**config.mk**
```make
export PLATFORM = sky130hd
export DESIGN_NAME = dmm_store
export DESIGN_NICKNAME = d
export VERILOG_FILES = /design/src/hw/rtl/dense_matrix_multiply_defines.svh /design/src/hw/rtl/dmm_pkg.sv /design/src/hw/rtl/dmm_store.sv
export SDC_FILE = /design/constraint.sdc
export NUM_CORES = 2
export LEC_CHECK = 0
export BUFFER_PORTS_ARGS = -buffer_cell sky130_fd_sc_hd__clkbuf_2
export CORE_UTILIZATION = 63
export CTS_CLUSTER_SIZE = 10
export DETAILED_ROUTE_END_ITERATION = 10
export HOLD_SLACK_MARGIN = 0.12
export PLACE_DENSITY = 0.79
export SLEW_MARGIN = 25
export SYNTH_ARGS = -nofsm -noshare
export SYNTH_HDL_FRONTEND = slang
export SYNTH_SLANG_ARGS = --single-unit
export TNS_END_PERCENT = 5
```
**constraint.sdc**
```tcl
create_clock -name clk -period 4.3 [get_ports clk]
set_clock_uncertainty 0.05 [all_clocks]
set_input_delay 0.43 -clock clk [delete_from_list [all_inputs] [get_ports clk]]
set_output_delay 0.43 -clock clk [all_outputs]
set_load 0.01 [all_outputs]
```
**src/hw/rtl/dense_matrix_multiply_defines.svh**
```systemverilog
// Assertion macros for the RTL files; the top-level module uses them.
`ifndef DENSE_MATRIX_MULTIPLY_DEFINES_SVH
`define DENSE_MATRIX_MULTIPLY_DEFINES_SVH

// Same-cycle implication, checked on every rising edge outside reset.
`define DMM_ASSERT_IMP(lbl, ante, cons, msg) \
    lbl: assert property (@(posedge clk) disable iff (!rst_n) (ante) |-> (cons)) \
        else $error(msg);

// Next-cycle implication, checked on every rising edge outside reset.
`define DMM_ASSERT_NXT(lbl, ante, cons, msg) \
    lbl: assert property (@(posedge clk) disable iff (!rst_n) (ante) |=> (cons)) \
        else $error(msg);

`endif

```
**src/hw/rtl/dmm_pkg.sv**
```systemverilog
package dmm_pkg;

    localparam int MAX_ROWS  = 8;
    localparam int MAX_COLS  = 8;
    localparam int MAX_INNER = 8;
    localparam int DEPTH     = 64;
    localparam int AW        = 6;
    localparam int IW        = 3;
    localparam int DIMW      = 4;
    localparam int FW        = 16;
    localparam int SW        = 32;
    localparam int DRAIN_LEN = MAX_COLS + 4;

    localparam logic [DIMW-1:0] MAX_ROWS_D  = DIMW'(MAX_ROWS);
    localparam logic [DIMW-1:0] MAX_COLS_D  = DIMW'(MAX_COLS);
    localparam logic [DIMW-1:0] MAX_INNER_D = DIMW'(MAX_INNER);

    localparam logic signed [SW-1:0] SAT_MAX = 32'sh7FFF_FFFF;
    localparam logic signed [SW-1:0] SAT_MIN = 32'sh8000_0000;

    typedef enum logic [1:0] {
        OP_LOAD_A = 2'd0,
        OP_LOAD_B = 2'd1,
        OP_LOAD_C = 2'd2,
        OP_RUN    = 2'd3
    } op_t;

    typedef enum logic [1:0] {
        REG_ROWS  = 2'd0,
        REG_COLS  = 2'd1,
        REG_INNER = 2'd2,
        REG_ACCUM = 2'd3
    } cfg_idx_t;

    typedef enum logic [5:0] {
        S_IDLE   = 6'b000001,
        S_BSWEEP = 6'b000010,
        S_CINIT  = 6'b000100,
        S_AFEED  = 6'b001000,
        S_DRAIN  = 6'b010000,
        S_EMIT   = 6'b100000
    } state_t;

    // One word travelling down the cell chain.
    typedef struct packed {
        logic                 vld;
        logic [IW-1:0]        t;
        logic signed [FW-1:0] a;
    } link_t;

    function automatic logic [DIMW-1:0] clamp_dim(logic [DIMW-1:0] v,
                                                  logic [DIMW-1:0] maxv);
        logic [DIMW-1:0] r;
        r = v;
        if (v == '0)
        begin
            r = DIMW'(1);
        end
        else if (v > maxv)
        begin
            r = maxv;
        end
        return r;
    endfunction

    function automatic logic signed [SW-1:0] sat_add(logic signed [SW-1:0] x,
                                                     logic signed [SW-1:0] y);
        logic signed [SW:0] s;
        logic signed [SW-1:0] r;
        s = {x[SW-1], x} + {y[SW-1], y};
        if (s[SW] != s[SW-1])
        begin
            r = s[SW] ? SAT_MIN : SAT_MAX;
        end
        else
        begin
            r = s[SW-1:0];
        end
        return r;
    endfunction

endpackage

```
**src/hw/rtl/dmm_store.sv**
```systemverilog
module dmm_store (
    input  logic                              clk,
    input  logic                              a_we,
    input  logic [dmm_pkg::AW-1:0]            a_waddr,
    input  logic signed [dmm_pkg::FW-1:0]     a_wdata,
    input  logic [dmm_pkg::AW-1:0]            a_raddr,
    output logic signed [dmm_pkg::FW-1:0]     a_rdata,
    input  logic                              b_we,
    input  logic [dmm_pkg::AW-1:0]            b_waddr,
    input  logic signed [dmm_pkg::FW-1:0]     b_wdata,
    input  logic [dmm_pkg::AW-1:0]            b_raddr,
    output logic signed [dmm_pkg::FW-1:0]     b_rdata,
    input  logic                              c_we,
    input  logic [dmm_pkg::AW-1:0]            c_waddr,
    input  logic signed [dmm_pkg::SW-1:0]     c_wdata,
    input  logic [dmm_pkg::AW-1:0]            c_raddr,
    output logic signed [dmm_pkg::SW-1:0]     c_rdata
);

    logic signed [dmm_pkg::FW-1:0] a_mem [dmm_pkg::DEPTH];
    logic signed [dmm_pkg::FW-1:0] b_mem [dmm_pkg::DEPTH];
    logic signed [dmm_pkg::SW-1:0] c_mem [dmm_pkg::DEPTH];

    always_ff @(posedge clk)
    begin
        if (a_we)
        begin
            a_mem[a_waddr] <= a_wdata;
        end
        a_rdata <= a_mem[a_raddr];
    end

    always_ff @(posedge clk)
    begin
        if (b_we)
        begin
            b_mem[b_waddr] <= b_wdata;
        end
        b_rdata <= b_mem[b_raddr];
    end

    always_ff @(posedge clk)
    begin
        if (c_we)
        begin
            c_mem[c_waddr] <= c_wdata;
        end
        c_rdata <= c_mem[c_raddr];
    end

endmodule

```
; ---- Word level (Yosys, flattened, before mapping)
; Memories as Yosys holds them, arrays and structs flattened. A register that Yosys moved wholly into a read port is not among the register bits.
; Index checks and enable logic that the tools add are counted.
[word_totals]
word_cells = 9
input_bits = 104
ramBits = 4096
regBits = 0
output_inout_bits = 64
mem_count = 3
[op_classes]
mux = 6
[mem_list]
columns = name, words, word_bits, rd, rd_clocked_by_memory_dff, wr, line_no
row1 = c_mem, 64, 32, 1, 1, 1, dmm_store.sv:22  ; logic signed [dmm_pkg::SW-1:0] c_mem [dmm_pkg::DEPTH];
row2 = a_mem, 64, 16, 1, 1, 1, dmm_store.sv:20  ; logic signed [dmm_pkg::FW-1:0] a_mem [dmm_pkg::DEPTH];
row3 = b_mem, 64, 16, 1, 1, 1, dmm_store.sv:21  ; logic signed [dmm_pkg::FW-1:0] b_mem [dmm_pkg::DEPTH];
[ops]
columns = cell, n
row1 = two-way mux 1 bit, 6

; ---- Depth between registers and ports, before layout
[logic_depth]
word_depth = 2
depth_mapped = 10

; ---- Worst setup path before layout
; OpenSTA, ideal clock, no wires.
[synth_path]
path_kind = input to register
from = input c_waddr[5] (netlist bit)
to = memory c_mem[0][0] (netlist bit), enable pin
arrival_ns = 3.356
required_time_ns = 3.789
path_buffers = 1
stages = 5
setup_time_ns = 0.461
setup_slack_ns = 0.433
cell_sequence = clkbuf_1 -> nor2_1 -> nand2_1 -> or3_1 -> nor3_1
[synth_lines]
columns = element, line_no
row1 = start: declaration, dmm_store.sv:14  ; input logic [dmm_pkg::AW-1:0] c_waddr,
row2 = end: declaration, dmm_store.sv:22
; Straight into the memory's write port.

==> results.sh <==
export IMPL_wl_um=422000
export IMPL_synth_edf_count=4096
export IMPL_layout_drive_gt1_share_pct=27.6
export IMPL_grt_pass1_wl_um=597000
export IMPL_ir_drop_v=0.000460
export IMPL_initial_core_util_pct=63.4
export IMPL_h_tree_depth=5
export IMPL_syn_inst=6931
export IMPL_async_flop_share_pct=0
export IMPL_clk_latency_ns=1.04
export IMPL_rsz0062_at_grt="no"
export IMPL_crit_fanout=22
export IMPL_final_antenna_net_count=0
export IMPL_min_delay_start="c_we"
export IMPL_startpoint_type="input pin"
export IMPL_synthDominantCellAreaShare_pct=77.9
export IMPL_fmax_mhz=346
export IMPL_netlist_area_mm2=0.158
export IMPL_end_kind="flip-flop"
export IMPL_crit_type="in -> reg"
export IMPL_finalWorstSetupSlack_ns=1.41
export IMPL_power_density_mw_per_mm2=474
export IMPL_syn_to_final_growth_pct=13.2
export IMPL_dieWidth_um=502
export IMPL_antenna_found_initial=22
export IMPL_critPathLaunch="c_raddr[4]"
export IMPL_die_area_mm2=0.252
export IMPL_synth_seq_area_share_pct=78.8
export IMPL_dr_total_vias=80900
export IMPL_r2r_start="c_mem[30][17]"
export IMPL_final_cell_area_mm2=0.179
export IMPL_die_h_um=502
export IMPL_grt_util_all_layers_pct=33.7
export IMPL_ys_types=50
export IMPL_clk_pin_slew_ns=0.06
export IMPL_vias_per_cell=7.19
export IMPL_multi_input_area_mm2=0.0319
export IMPL_min_to="c_mem[27][3]"
export IMPL_drv_cap=0
export IMPL_hold_class="in -> reg"
export IMPL_synth_ff_type="edfxtp_1"
export IMPL_p_total_mw=84.6
export IMPL_cts_inserted_buffers=468
export IMPL_grt_pass1_vias=82700
export IMPL_grt_max_degree=92
export IMPL_regArea_mm2=0.124
export IMPL_syn_nets=7035
export IMPL_cts_root_buf="clkbuf_16"
export IMPL_yosys_top_cells_area="edfxtp_1 78%, mux4_2 14%, mux2i_1 1.3%"
export IMPL_dp_hpwl_um=230000
export IMPL_power_leakage_nw=56.5
export IMPL_reg2reg_depth=5
export IMPL_ys_ff_latch=4160
export IMPL_nFillCells=13200
export IMPL_timing_rr_end="c_rdata[17]"
export IMPL_io_buffers=167
export IMPL_cts_resized_gates=0
export IMPL_rows=183
export IMPL_hold_path_depth=4
export IMPL_cts_tree="done"
export IMPL_setup_viol=0
export IMPL_synth_commonest_cells="4,096 x edfxtp_1, 1,008 x mux4_2, 297 x nor2_1"
export IMPL_pre_cts_slack_ns=0.765
export IMPL_drt_wirelength_per_cell_um=37.5
export IMPL_dr_pass1_iters=6
export IMPL_maxSlewViolCount=0
export IMPL_period_minus_slack_ns=2.89
export IMPL_cp_arrival_ns=3.75
export IMPL_drc=0
export IMPL_post_route_period_util_pct=67.1
export IMPL_core_mm2=0.249
export IMPL_max_slew_worst_pin_slew_ns=1.19
export IMPL_avgSynthCellArea_um2=22.8
export IMPL_ctsHoldBuffers=62
export IMPL_cts_sinks=4160
export IMPL_overflow=0
export IMPL_pin_count=168
export IMPL_clk_path_buf_depth=4
export IMPL_setup_tns_ns=0
export IMPL_final_util_pct=71.7
export IMPL_drt_iter0_drc=13000
export IMPL_reg2reg_slack_ns=1.91
export IMPL_crit_required_ns=5.16
export IMPL_postCtsSetupRepairBufs=0
export IMPL_status="finished, final reports clean"
export IMPL_final_hold_violation_count=0
export IMPL_gp_congestion=0.914
export IMPL_relSlewSlack_pct=20.1
export IMPL_yosys_cell_count_top_type="edfxtp_1"
export IMPL_fin_nets=7773
export IMPL_dpl_cell_area_mm2=0.165
export IMPL_synth_warnings=0
export IMPL_synth_top_area_cell="edfxtp_1"
[worst max path at each step]
stage / slack [ns] / end / cells after the start
after detailed placement: 0.76 / b_rdata[12] / 6
after global routing: 1.46 / c_mem[41][9] / 6
after CTS: 1.39 / b_rdata[12] / 7
after global placement: 0.69 / b_rdata[12] / 6
final: 1.41 / c_rdata[18] / 8
after floorplan: 0.43 / c_mem[0][0] / 5
[where the power goes]
part	internal (mW)	leakage (nW)	switching, mW
Clock	20.0	6.18	15.1
Sequential	44.9	37.4	0.245
Combinational	1.53	12.9	2.80
[flip-flops by register name, summed over array words and instances (netlist names)]
| register | cells |
|---|---|
| a_mem | 1024 |
| b_mem | 1024 |
| b_rdata | 16 |
| c_mem | 2048 |
| c_rdata | 32 |
| a_rdata | 16 |
[per-layer routing]
layer  track usage [%]  vias to the layer above  wire length (um)
li1                  -                    30900                 -
met4              17.5                       26             25700
met1              43.6                    41600            136000
met5                 0                        -               161
met3              8.25                     1388             55200
met2              54.0                     7009            205000
[cell type report]
class                           instances  area share (%)
Antenna cell                            8          0.0112
Multi-Input combinational cell       2375            17.9
Clock inverter                         14           0.119
Inverter                               13          0.0273
Sequential cell                      4160            69.6
Clock buffer                          703            7.10
Tap cell                             3330            2.33
Timing Repair Buffer                  651            2.94
[through the flow]
step                      std cells  hold slack, ns
after floorplan                6931           0.479
after global placement        10500           0.645
after detailed placement      10500           0.643
after CTS                     11200           0.121
after global routing          11200           0.151
final                         11300           0.191
[cells by family after synthesis]
kind of cell | after synthesis | share of synthesized area [%]
simple gates | 598 | 1.71
flops | 4160 | 78.8
compound gates | 550 | 2.41
buf+inv | 396 | 1.34
mux | 1227 | 15.8
[cells in the final DEF (no fill, tap or decap), types with 104 or more instances in the layout]
| cell | synthesis | final |
|---|---|---|
| edfxtp_1 | 4096 | 4096 |
| nor2_1 | 297 | 236 |
| clkbuf_1 | 145 | 231 |
| clkbuf_16 | 0 | 472 |
| mux4_2 | 1008 | 1008 |
| buf_4 | 53 | 381 |
| o22ai_1 | 105 | 105 |
| clkbuf_2 | 0 | 153 |
| nand2_1 | 108 | 108 |
| mux2i_1 | 201 | 201 |
| o21ai_0 | 106 | 104 |
[worst max-delay path: stages]
cell,delay (ns)
dlygate4sd3_1,0.57
clkbuf_2,0.47
nand2b_2,0.39
buf_4,0.48
o221ai_1,0.29
a31oi_1,0.60
a21oi_1,0.31
nor2_1,0.16
(Power assumes the default switching activity.)
