<file path="src/hw/rtl/dense_matrix_multiply_defines.svh">
// Assertion macros for the RTL files; the top-level module uses them.
`ifndef DENSE_MATRIX_MULTIPLY_DEFINES_SVH
`define DENSE_MATRIX_MULTIPLY_DEFINES_SVH

// Same-cycle implication, checked on every rising edge outside reset.
`define DMM_ASSERT_IMP(lbl, ante, cons, msg) \
    lbl: assert property (@(posedge clk) disable iff (!rst_n) (ante) |-> (cons)) \
        else $error(msg);

// Next-cycle implication, checked on every rising edge outside reset.
`define DMM_ASSERT_NXT(lbl, ante, cons, msg) \
    lbl: assert property (@(posedge clk) disable iff (!rst_n) (ante) |=> (cons)) \
        else $error(msg);

`endif

</file>
<file path="src/hw/rtl/dmm_pkg.sv">
package dmm_pkg;

    localparam int MAX_ROWS  = 8;
    localparam int MAX_COLS  = 8;
    localparam int MAX_INNER = 8;
    localparam int DEPTH     = 64;
    localparam int AW        = 6;
    localparam int IW        = 3;
    localparam int DIMW      = 4;
    localparam int FW        = 16;
    localparam int SW        = 32;
    localparam int DRAIN_LEN = MAX_COLS + 4;

    localparam logic [DIMW-1:0] MAX_ROWS_D  = DIMW'(MAX_ROWS);
    localparam logic [DIMW-1:0] MAX_COLS_D  = DIMW'(MAX_COLS);
    localparam logic [DIMW-1:0] MAX_INNER_D = DIMW'(MAX_INNER);

    localparam logic signed [SW-1:0] SAT_MAX = 32'sh7FFF_FFFF;
    localparam logic signed [SW-1:0] SAT_MIN = 32'sh8000_0000;

    typedef enum logic [1:0] {
        OP_LOAD_A = 2'd0,
        OP_LOAD_B = 2'd1,
        OP_LOAD_C = 2'd2,
        OP_RUN    = 2'd3
    } op_t;

    typedef enum logic [1:0] {
        REG_ROWS  = 2'd0,
        REG_COLS  = 2'd1,
        REG_INNER = 2'd2,
        REG_ACCUM = 2'd3
    } cfg_idx_t;

    typedef enum logic [5:0] {
        S_IDLE   = 6'b000001,
        S_BSWEEP = 6'b000010,
        S_CINIT  = 6'b000100,
        S_AFEED  = 6'b001000,
        S_DRAIN  = 6'b010000,
        S_EMIT   = 6'b100000
    } state_t;

    // One word travelling down the cell chain.
    typedef struct packed {
        logic                 vld;
        logic [IW-1:0]        t;
        logic signed [FW-1:0] a;
    } link_t;

    function automatic logic [DIMW-1:0] clamp_dim(logic [DIMW-1:0] v,
                                                  logic [DIMW-1:0] maxv);
        logic [DIMW-1:0] r;
        r = v;
        if (v == '0)
        begin
            r = DIMW'(1);
        end
        else if (v > maxv)
        begin
            r = maxv;
        end
        return r;
    endfunction

    function automatic logic signed [SW-1:0] sat_add(logic signed [SW-1:0] x,
                                                     logic signed [SW-1:0] y);
        logic signed [SW:0] s;
        logic signed [SW-1:0] r;
        s = {x[SW-1], x} + {y[SW-1], y};
        if (s[SW] != s[SW-1])
        begin
            r = s[SW] ? SAT_MIN : SAT_MAX;
        end
        else
        begin
            r = s[SW-1:0];
        end
        return r;
    endfunction

endpackage

</file>
<file path="src/hw/rtl/dmm_cell.sv">
// One column cell: holds a column of B and the running sum of one C entry.
module dmm_cell (
    input  logic                          clk,
    input  logic                          rst_n,
    input  logic                          b_we,
    input  logic [dmm_pkg::IW-1:0]        b_idx,
    input  logic signed [dmm_pkg::FW-1:0] b_data,
    input  logic                          init_we,
    input  logic signed [dmm_pkg::SW-1:0] init_data,
    input  dmm_pkg::link_t                link_in,
    output dmm_pkg::link_t                link_out,
    output logic signed [dmm_pkg::SW-1:0] acc
);

    logic signed [dmm_pkg::FW-1:0] b_reg [dmm_pkg::MAX_INNER];
    dmm_pkg::link_t                link_reg;
    logic signed [dmm_pkg::FW-1:0] b_sel;
    logic signed [dmm_pkg::SW-1:0] prod_reg;
    logic signed [dmm_pkg::SW-1:0] prod_next;
    logic                          prod_vld_reg;
    logic signed [dmm_pkg::SW-1:0] acc_reg;
    logic signed [dmm_pkg::SW-1:0] acc_next;

    always_ff @(posedge clk)
    begin
        if (b_we)
        begin
            b_reg[b_idx] <= b_data;
        end
    end

    assign b_sel     = b_reg[link_reg.t];
    assign prod_next = link_reg.a * b_sel;

    always_comb
    begin
        acc_next = acc_reg;
        if (init_we)
        begin
            acc_next = init_data;
        end
        else if (prod_vld_reg)
        begin
            acc_next = dmm_pkg::sat_add(acc_reg, prod_reg);
        end
    end

    always_ff @(posedge clk or negedge rst_n)
    begin
        if (!rst_n)
        begin
            link_reg     <= '0;
            prod_vld_reg <= 1'b0;
        end
        else
        begin
            link_reg     <= link_in;
            prod_vld_reg <= link_reg.vld;
        end
    end

    always_ff @(posedge clk)
    begin
        prod_reg <= prod_next;
        acc_reg  <= acc_next;
    end

    assign link_out = link_reg;
    assign acc      = acc_reg;

endmodule

</file>
<file path="config.mk">
export PLATFORM = sky130hd
export DESIGN_NAME = dmm_cell
export DESIGN_NICKNAME = d
export VERILOG_FILES = /design/src/hw/rtl/dense_matrix_multiply_defines.svh /design/src/hw/rtl/dmm_pkg.sv /design/src/hw/rtl/dmm_cell.sv
export SDC_FILE = /design/constraint.sdc
export NUM_CORES = 1
export LEC_CHECK = 0
export BUFFER_PORTS_ARGS = -buffer_cell sky130_fd_sc_hd__buf_2
export CORE_MARGIN = 8
export CORE_UTILIZATION = 45
export CTS_BUF_LIST = sky130_fd_sc_hd__clkbuf_4 sky130_fd_sc_hd__clkbuf_8 sky130_fd_sc_hd__clkbuf_16
export DETAILED_ROUTE_END_ITERATION = 8
export PLACE_DENSITY = 0.69
export REMOVE_ABC_BUFFERS = 1
export SKIP_CTS_REPAIR_TIMING = 1
export SLEW_MARGIN = 20
export SYNTH_ARGS = -nofsm -noshare
export SYNTH_HDL_FRONTEND = slang
export SYNTH_SLANG_ARGS = --single-unit
</file>
<file path="constraint.sdc">
create_clock -name clk -period 7.5 [get_ports clk]
set_input_delay 1.5 -clock clk [delete_from_list [all_inputs] [get_ports clk]]
set_output_delay 1.5 -clock clk [all_outputs]
set_load 0.005 [all_outputs]
</file>
# --- Yosys cells after proc, flatten, opt, wreduce, memory -nomap -nowiden ---
# Memories as Yosys holds them, arrays and structs flattened.
# Index checks and enable logic that the tools add are counted.
# W data, S select, Z words.
op_classes:
  n_addsub: 1
  multipliers: 1
  eq_ne: 1
  mux: 6
  n_reduce_logical: 1
op_table:
  columns: ["operator", "count"]
  rows:
  - ["$mux W32", 4]
  - ["$add A32 B32 Y33", 1]
  - ["$mul A16 B16 Y32", 1]
  - ["$mux W1", 2]
  - ["$reduce_bool A2 Y1", 1]
  - ["$ne A1 B1 Y1", 1]
word_totals:
  regBits: 85
  ramBits: 128
  in_bits: 75
  out_inout_bits: 52
  wordCells: 17
  mem_count: 1
mem_list:
  columns: ["name", "words", "width", "read_ports", "rd_ports_with_merged_regs", "write_ports", "line_no", "source"]
  rows:
  - ["b_reg", 8, 16, 1, 0, 1, "dmm_cell.sv:15", "logic signed [dmm_pkg::FW-1:0] b_reg [dmm_pkg::MAX_INNER];"]

# --- Depth between registers and ports, before layout ---
depth:
  ltp_word: 5
  ltp_mapped: 28
  ltp_nobuf: 25

# --- Least setup slack after synthesis ---
# Ideal clock, no wire load.
synth_timing:
  path_type: "register -> register"
  start: "register link_reg (netlist bit link_out[16])"
  end: "register prod_reg[30] (netlist name)"
  setup_ps: 72
  arrival_ps: 7371
  required_ps: 7428
  path_slack_ps: 56
  path_stages_with_launch: 26
  path_buffers: 3
  path_cell_list: "dfrtp_1 -> clkbuf_1 -> buf_2 -> mux4_2 -> mux2_2 -> clkbuf_1 -> nand2_1 -> inv_1 -> fa_1 -> fa_1 -> fa_1 -> fa_1 -> fa_1 -> inv_1 -> fa_1 -> inv_1 -> ha_1 -> a21o_1 -> a21o_1 -> a21o_1 -> a21oi_2 -> o21ai_1 -> a2111oi_2 -> o21bai_1 -> a21oi_1 -> xnor2_1"
synth_between:
  elab_chain_len: 2
synth_rtl:
  columns: ["item", "line_no", "source"]
  rows:
  - ["from (decl)", "dmm_cell.sv:16", "dmm_pkg::link_t link_reg;"]
  - ["from (signal assigned)", "dmm_cell.sv:57", "link_reg <= link_in;"]
  - ["$mem_v2 Z8 W16", null, null]
  - ["$mul A16 B16 Y32", "dmm_cell.sv:33", "assign prod_next = link_reg.a * b_sel;"]
  - ["named net prod_next, one bit", "dmm_cell.sv:19", "logic signed [dmm_pkg::SW-1:0] prod_next;"]
  - ["to (signal assigned)", "dmm_cell.sv:64", "prod_reg <= prod_next;"]
  - ["to (decl)", "dmm_cell.sv:18", "logic signed [dmm_pkg::SW-1:0] prod_reg;"]
# The timed path passes the listed nets, and every way through them passes these cells.
# A chain may end at the register's enable or synchronous reset.

# --- Worst setup path after layout ---
# Ends and elaborated chain as after synthesis.

==> reports/metrics.yaml <==
run_status:
  status: "finished, final reports clean"
placement:
  dp_hpwl_mm: 33.1
  dp_slack_ps: 217
  gp_congestion: 0.912
  port-buffer-count: 126
sta:
  maxSlewHeadroom: 0.276
  slew_violations: 0
  rsz0062_at_grt: "false"
  worst_slack_ps: 420
  fmax_mhz: 141
  tightestPinTransition_ps: 1090
  fin_crit_sh: 0.944
  fin_tns_setup_ps: 0
  setup_violations: 0
  final-hold-violation-count: 0
  period_needed_ps: 7080
  skew_ps: 34.8
floorplan:
  dieHeight_um: 223
  initial_utilization: 0.457
  rows: 75
  dieWidth_um: 223
  die_area_um2: 49500
  num_io_pins: 127
  core_um2: 42000
synth:
  synth-seq-area-share: 0.311
  async_flop_share: 0.0986
  synth_cell_type_count: 67
  synthFlopType: "edfxtp_1"
  synth_warnings: 0
  syn_inst: 1703
  syn_avg_cell_area_um2: 11.3
  syn-cell-area_um2: 19200
  synth_edf_count: 160
  ys_ff_latch: 213
worst_setup_path:
  required_ps: 7990
  cp_slowest_cell: "fa_2"
  cp_cell_sequence: "buf_12 > mux4_2 > mux2_2 > nand2_1 > inv_1 > fa_2 > fa_1 > fa_1 > fa_1 > fa_1 > inv_1 > fa_1 > inv_1 > ha_1 > a21o_1 > a21o_1 > a21o_1 > a21oi_2 > o21ai_1 > a2111oi_2 > o21bai_1 > a21oi_1 > xnor2_1"
  reg2reg_slack_ps: 420
  slowest_delay_ps: 660
  end_kind: "flip-flop"
  crit_type: "reg -> reg"
  start_kind: "flip-flop"
  crit_fanout: 16
  worst-path-buf-inv: 4
  cp.arrival_ps: 7570
  crit_top_cell: "fa_1"
  cp_top_family: "adder cells"
grt:
  antenna_found_initial: 1
  overflow: 0
  grt_pass1_wl_mm: 70.4
  grt_start_max_net_pins: 34
  grt_pass1_vias: 13700
  track_usage: 0.175
clock_tree:
  clk_latency_ps: 570
  cts_max_level: 1
  clk_pin_slew_ps: 60
  clock-sinks: 213
  numCtsBuffers: 25
  cts_tree: "yes"
  cts_root_buffer: "clkbuf_16"
  clk_path_buf_depth: 3
routing:
  drtAntennaViolNets: 0
  wl_per_cell_um: 17.8
  wirelength_mm: 42.6
  dr_total_vias: 12400
  first_pass_iters: 5
  drtIter0Drc: 695
  drcViolationCount: 0
  vias_per_cell: 5.20
cells_and_area:
  final_util: 0.511
  num_antenna_cells: 0
  nets: 2282
  synthToLayoutAreaGrowth_pct: 11.8
  largest_reg_flops: 128
  drive_above_1_share: 0.170
job:
  maxCapViolations: 0
worst_hold_path:
  hold_class: "reg -> reg"
[per-stage QoR]
stage | cells | hold slack, ps | area, um^2
3_3_place_gp | 2337 | 373 | 20500
6_report | 2388 | 381 | 21500
3_5_place_dp | 2337 | 380 | 20500
4_1_cts | 2383 | 392 | 21400
2_1_floorplan | 1651 | 376 | 19000
5_1_grt | 2388 | 395 | 21500
[placed cells by master, fill, tap and decap left out, drive strengths merged, types with 4 or more instances in the layout]
cell / instances
a211oi: 5
a21o: 26
a21oi: 105
a31oi: 13
and2: 49
and3: 6
buf: 152
clkbuf: 36
clkinv: 5
dfrtp: 21
dfxtp: 32
edfxtp: 160
fa: 263
ha: 114
inv: 341
mux2: 9
mux2i: 8
mux4: 32
nand2: 121
nand2b: 32
nand3: 10
nor2: 53
nor2b: 84
nor3: 8
o211ai: 6
o21a: 4
o21ai: 39
o21bai: 8
o31ai: 6
or2: 6
or3: 4
xnor2: 45
xor2: 15
[metal layers]
metal | wire, um | up-vias | global-route usage | share of wire
li1 | - | 5751 | - | -
met1 | 18500 | 6256 | 0.224 | 0.43
met4 | 1030 | 2 | 0.0463 | 0.024
met3 | 2630 | 68 | 0.0370 | 0.062
met2 | 20500 | 339 | 0.298 | 0.48
met5 | 12 | - | 0 | 0.00028
[layout make-up]
class,count,area [um^2]
well taps,539,674
clock inverters,10,105
flip-flops and latches,213,5970
multi-input cells,1101,11800
repair buffers,152,903
fillers,3680,20600
clock buffers,36,762
inverters,337,1260
[cells in the mapped netlist, types with 7 or more instances]
| cell | count | share of area |
|---|---|---|
| mux2i_1 | 8 | 0.0042 |
| nor3_1 | 7 | 0.0018 |
| nor2_1 | 53 | 0.010 |
| clkbuf_1 | 38 | 0.0074 |
| a21oi_2 | 40 | 0.018 |
| edfxtp_1 | 160 | 0.25 |
| mux2_2 | 9 | 0.0053 |
| o21ai_0 | 24 | 0.0063 |
| nand2_1 | 121 | 0.024 |
| ha_1 | 114 | 0.074 |
| dfxtp_1 | 32 | 0.033 |
| a21oi_1 | 64 | 0.017 |
| dfrtp_1 | 21 | 0.027 |
| and2_1 | 49 | 0.016 |
| nand3_1 | 10 | 0.0026 |
| o21ai_1 | 12 | 0.0031 |
| a21o_1 | 26 | 0.010 |
| nand2b_1 | 32 | 0.010 |
| inv_1 | 337 | 0.066 |
| o21bai_1 | 8 | 0.0031 |
| fa_1 | 263 | 0.27 |
| nor2b_1 | 84 | 0.027 |
| xor2_1 | 15 | 0.0068 |
| a31oi_1 | 12 | 0.0039 |
| mux4_2 | 32 | 0.038 |
| xnor2_1 | 45 | 0.021 |
[kinds of logic after synthesis]
| kind of cell | after synthesis | synth area share |
|---|---|---|
| xor gates and xnor gates | 60 | 0.0274 |
| muxes | 49 | 0.0470 |
| buffers and inverters | 389 | 0.0787 |
| DFF | 213 | 0.311 |
| and+or+nand+nor | 380 | 0.101 |
| AOI/OAI and AO/OA | 235 | 0.0863 |
| adders and majority gates | 377 | 0.348 |
[worst paths after layout]
kind | start | end | cells after the start
max in group asynchronous | rst_n | link_out[16] | 1
worst max-delay path | link_out[16] | prod_reg[30] | 23
worst max register to register | link_out[16] | prod_reg[30] | 23
min in group asynchronous | rst_n | link_out[9] | 1
worst min-delay path | link_out[19] | prod_vld_reg | 0
worst min register to register | link_out[19] | prod_vld_reg | 0
Power is not shown: default switching activity piles up to over one toggle a cycle in this logic, so the estimate is an artifact.
